===== config.mk =====
export PLATFORM = sky130hd
export DESIGN_NAME = lzwe_ram
export DESIGN_NICKNAME = d
export VERILOG_FILES = /design/src/rtl/lzwe_ram.sv
export SDC_FILE = /design/constraint.sdc
export NUM_CORES = 2
export LEC_CHECK = 0
export ABC_AREA = 1
export BUFFER_PORTS_ARGS = -buffer_cell sky130_fd_sc_hd__buf_2
export CAP_MARGIN = 15
export CORE_MARGIN = 2
export CORE_UTILIZATION = 39
export CTS_CLUSTER_DIAMETER = 40
export DETAILED_ROUTE_END_ITERATION = 6
export PLACE_DENSITY = 0.51
export REMOVE_ABC_BUFFERS = 1
export SLEW_MARGIN = 20
export SYNTH_ARGS = -nofsm -noshare
export SYNTH_HDL_FRONTEND = slang
export SYNTH_SLANG_ARGS = --single-unit

===== constraint.sdc =====
create_clock -name i_clk -period 3.9 [get_ports i_clk]
set_input_delay 0.195 -clock i_clk [delete_from_list [all_inputs] [get_ports i_clk]]
set_output_delay 0.195 -clock i_clk [all_outputs]
set_load 0.01 [all_outputs]

===== src/rtl/lzwe_ram.sv =====
`default_nettype none
module lzwe_ram #(
    parameter int WIDTH = 8,
    parameter int DEPTH = 256
) (
    input  wire logic                     i_clk,
    input  wire logic                     i_we,
    input  wire logic [$clog2(DEPTH)-1:0] i_waddr,
    input  wire logic [WIDTH-1:0]         i_wdata,
    input  wire logic [$clog2(DEPTH)-1:0] i_raddr,
    output logic      [WIDTH-1:0]         o_rdata
);

    logic [WIDTH-1:0] r_mem [DEPTH];

    always_ff @(posedge i_clk) begin
        if (i_we) begin
            r_mem[i_waddr] <= i_wdata;
        end
        o_rdata <= r_mem[i_raddr];
    end

endmodule
`default_nettype wire


======== After elaboration in Yosys (flattened, before gate mapping) ========
Memories as Yosys holds them, arrays and structs flattened. A register that Yosys moved wholly into a read port is not among the register bits.
Cells that the tools add are included.
operators by class
  muxes and demuxes ....................... 2
operators with widths
  cell               number
  two-way mux 1 bit  2
storage, ports and cells
  flip-flop bits (word level) ............. 0
  RAM bits ................................ 2048
  output and inout bits ................... 8
  memories kept ........................... 1
memory list
  memory  depth  width  read ports  clocked after memory_dff  write ports  line  source
  r_mem   256    8      1           1                         1            14    logic [WIDTH-1:0] r_mem [DEPTH];

======== Depth between registers and ports, before layout ========
  depth after elaboration ................. 2
  depth in mapped cells ................... 15

======== Worst setup path after synthesis ========
Ideal clock, no wire load.
  kind .................................... input to register
  from .................................... input i_we
  to ...................................... memory r_mem[162][0] (enable)
  data arrival time ....................... 1.316 ns
  required time ........................... 3.530 ns
  path slack .............................. 2.214 ns
  cell stages on the path ................. 4
  path buffers ............................ 2
  path through ............................ clkbuf_1 > nand3_1 > clkbuf_1 > nor2_1
on the way
  cells in the longest elaborated chain, start to end .. 2
RTL lines
  what                                     line  source
  start: declaration                       7     input wire logic i_we,
  two-way mux 1 bit                        17    if (i_we) begin
  two-way mux 1 bit (not written as such)  18    r_mem[i_waddr] <= i_wdata;
  end: declaration                         14
No other way between the ends.

==> impl_metrics.py <==
metrics = {
    "outcome": {
        "outcome": "finished clean",
    },
    "logic_synthesis": {
        "synthCells": 7003,
        "synth_top_area_share_pct": 73.7,
        "yosysSeqAreaShare_pct": 73.9,
        "yosys.area.top_type": "edfxtp_1",
        "ys_warn_count": 0,
        "synth_area_sq_um": 83400,
        "synth_area_leaders": "edfxtp_1 74%, nand3_1 12%, nand2_1 9.6%",
        "ys_seq_elements": 2056,
        "syn_area_per_cell_sq_um": 11.9,
        "synthDistinctLibCells": 14,
    },
    "clocking": {
        "clk_latency_ns": 0.93,
        "clock_sinks": 2056,
        "clkTransAtPathRegs_ns": 0.06,
        "cts_root_buf": "clkbuf_16",
        "ctsResizeCount": 0,
        "clock_path_buffers": 4,
        "cts_buffers": 313,
        "htree_levels": 5,
        "cts_hold_buf": 13,
        "cts_tree": "yes",
        "post-cts-setup-buffer-count": 0,
    },
    "timing": {
        "clock_skew_ns": 0.0666,
        "finalCriticalPeriod_ns": 3.14,
        "rsz0062_at_grt": "no",
        "hold_slack_ns": 0.0879,
        "min_period_over_period_pct": 80.5,
        "slew_violations": 0,
        "slew_headroom_pct": 21.9,
        "max_freq_mhz": 318,
        "hold_viol": 0,
        "tightest_slew_ns": 1.17,
        "finalSetupViolations": 0,
    },
    "job": {
        "max_cap_violations": 0,
    },
    "layout": {
        "final_area_sq_um": 98400,
        "final_nets": 7228,
        "area_delta_synth_final_pct": 17.9,
        "drive_gt1_share_pct": 11.6,
    },
    "grt": {
        "antenna_found_initial": 11,
        "grt_overflow": 0,
        "grt_first_pass_wirelength_um": 371000,
        "grt_max_degree": 152,
        "grtUsageTotal_pct": 22.9,
        "grt_pass1_vias": 53300,
    },
    "pwr": {
        "ir_drop_mv": 0.397,
        "p_leak_nw": 34.6,
        "power_density_nw_per_um2": 558,
    },
    "floorplanning": {
        "ios": 34,
        "initial_core_util_pct": 39.3,
        "die_h_um": 466,
        "die_area_sq_um": 218000,
        "die_x_um": 466,
        "core.rowCount": 169,
        "core_sq_um": 212000,
    },
    "drt": {
        "avgViaCountPerCell": 5.40,
        "num_vias": 55400,
        "drt_iter0_drc": 5908,
        "wl_um": 253000,
        "dr.pass1.iters": 5,
        "wl_per_cell_um": 24.6,
        "antenna_left": 0,
        "drc": 0,
    },
    "placed_design": {
        "place_area_sq_um": 87900,
        "gp_congestion": 0.859,
        "dpl.hpwl_um": 145000,
        "port_buffers": 33,
    },
    "critical_path": {
        "worstPathMaxFanout": 117,
        "startpoint_type": "primary input",
        "endpoint_kind": "flop",
        "required_ns": 4.72,
        "worstPathArrival_ns": 3.96,
        "crit_type": "primary input to flop",
    },
    "hold_path": {
        "min-delay-path-class": "primary input to flop",
    },
}
-- power by group --
part	internal, W	leakage [nW]	switching (W)
Clock	0.0173	4.93	0.0103
Sequential	0.0244	18.5	0.0000312
Combinational	0.000703	11.2	0.00223
Total	0.0424	34.6	0.0126
-- metal layers --
metal  part of all wire (%)  routed length [um]  vias up  global-route usage [%]
met4                    2.4                6140        0                    6.55
met5                      0                   0        -                       0
li1                       -                   -    25400                       -
met1                     44              110000    27600                    32.7
met3                    6.6               16600      395                    3.48
met2                     47              120000     2066                    36.4
-- cell families (layout without fill, tap and decap cells) --
family | count (synthesis) | in the layout | share of synthesized area [%]
other | 0 | 5 | 0
and+or+nand+nor | 4425 | 4425 | 22.9
buffers and inverters | 522 | 951 | 3.12
DFF | 2056 | 2056 | 73.9
-- placed cells by master, fill, tap and decap left out, drive strengths merged --
master and count:
nand2 2123, edfxtp 2048, nand3 2019, buf 354, clkbuf 342, nor2 283, clkinv 90, inv 79
clkinvlp 40, bufinv 33, dlygate4sd3 13, dfxtp 8, diode 5
-- worst max-delay path, cell delays in order --
cell	delay (ns)
buf_8	0.34
inv_16	0.31
buf_4	0.40
nand2_1	0.10
nand3_1	0.08
nand3_1	0.11
nand3_1	0.13
nand3_1	0.24
nand3_1	0.28
nand3_1	0.18
nand2_1	0.14
nand2_1	0.09
dlygate4sd3_1	0.55
nand2_1	0.05
dlygate4sd3_1	0.54
-- sequential cells by signal, summed over array words and instances (netlist names) --
signal and cells:
r_mem 2048, o_rdata 8
-- synth_stat cells, drive strengths merged --
master  instances
dfxtp           8
clkbuf        112
nor2          283
buf           371
inv            39
edfxtp       2048
nand3        2019
nand2        2123
-- final timing paths --
path	startpoint	to	slack, ns	depth (start not counted)
max	i_raddr[0]	o_rdata[1]	0.76	15
max reg2reg	r_mem[227][1]	o_rdata[1]	0.94	12
min	i_we	r_mem[183][7]	0.09	3
min reg2reg	r_mem[212][3]	o_rdata[3]	0.97	10
-- layout make-up --
cell class,count,area (sq um)
diodes,5,12.5
clock buffers,342,8090
clock inverters,203,2220
fillers,19100,114000
inverters,39,180
multi-input cells,4425,19200
flip-flops and latches,2056,61700
well taps,2821,3530
repair buffers,367,3500
-- metrics by stage --
stage	std cells	util (%)	worst slack, ns	TNS, ns	power [W]
final	10300	46.3	0.759	0	0.0549
after global routing	10300	46.3	0.722	0	0.0565
after CTS	10300	46.3	0.896	0	0.0554
after detailed placement	9695	41.4	0.770	0	0.0278
after global placement	9695	41.4	0.777	0	0.0278
after floorplan	6520	-	-1.94	-15.50	0.0261
Note: power is estimated with default switching activity, not from simulation.
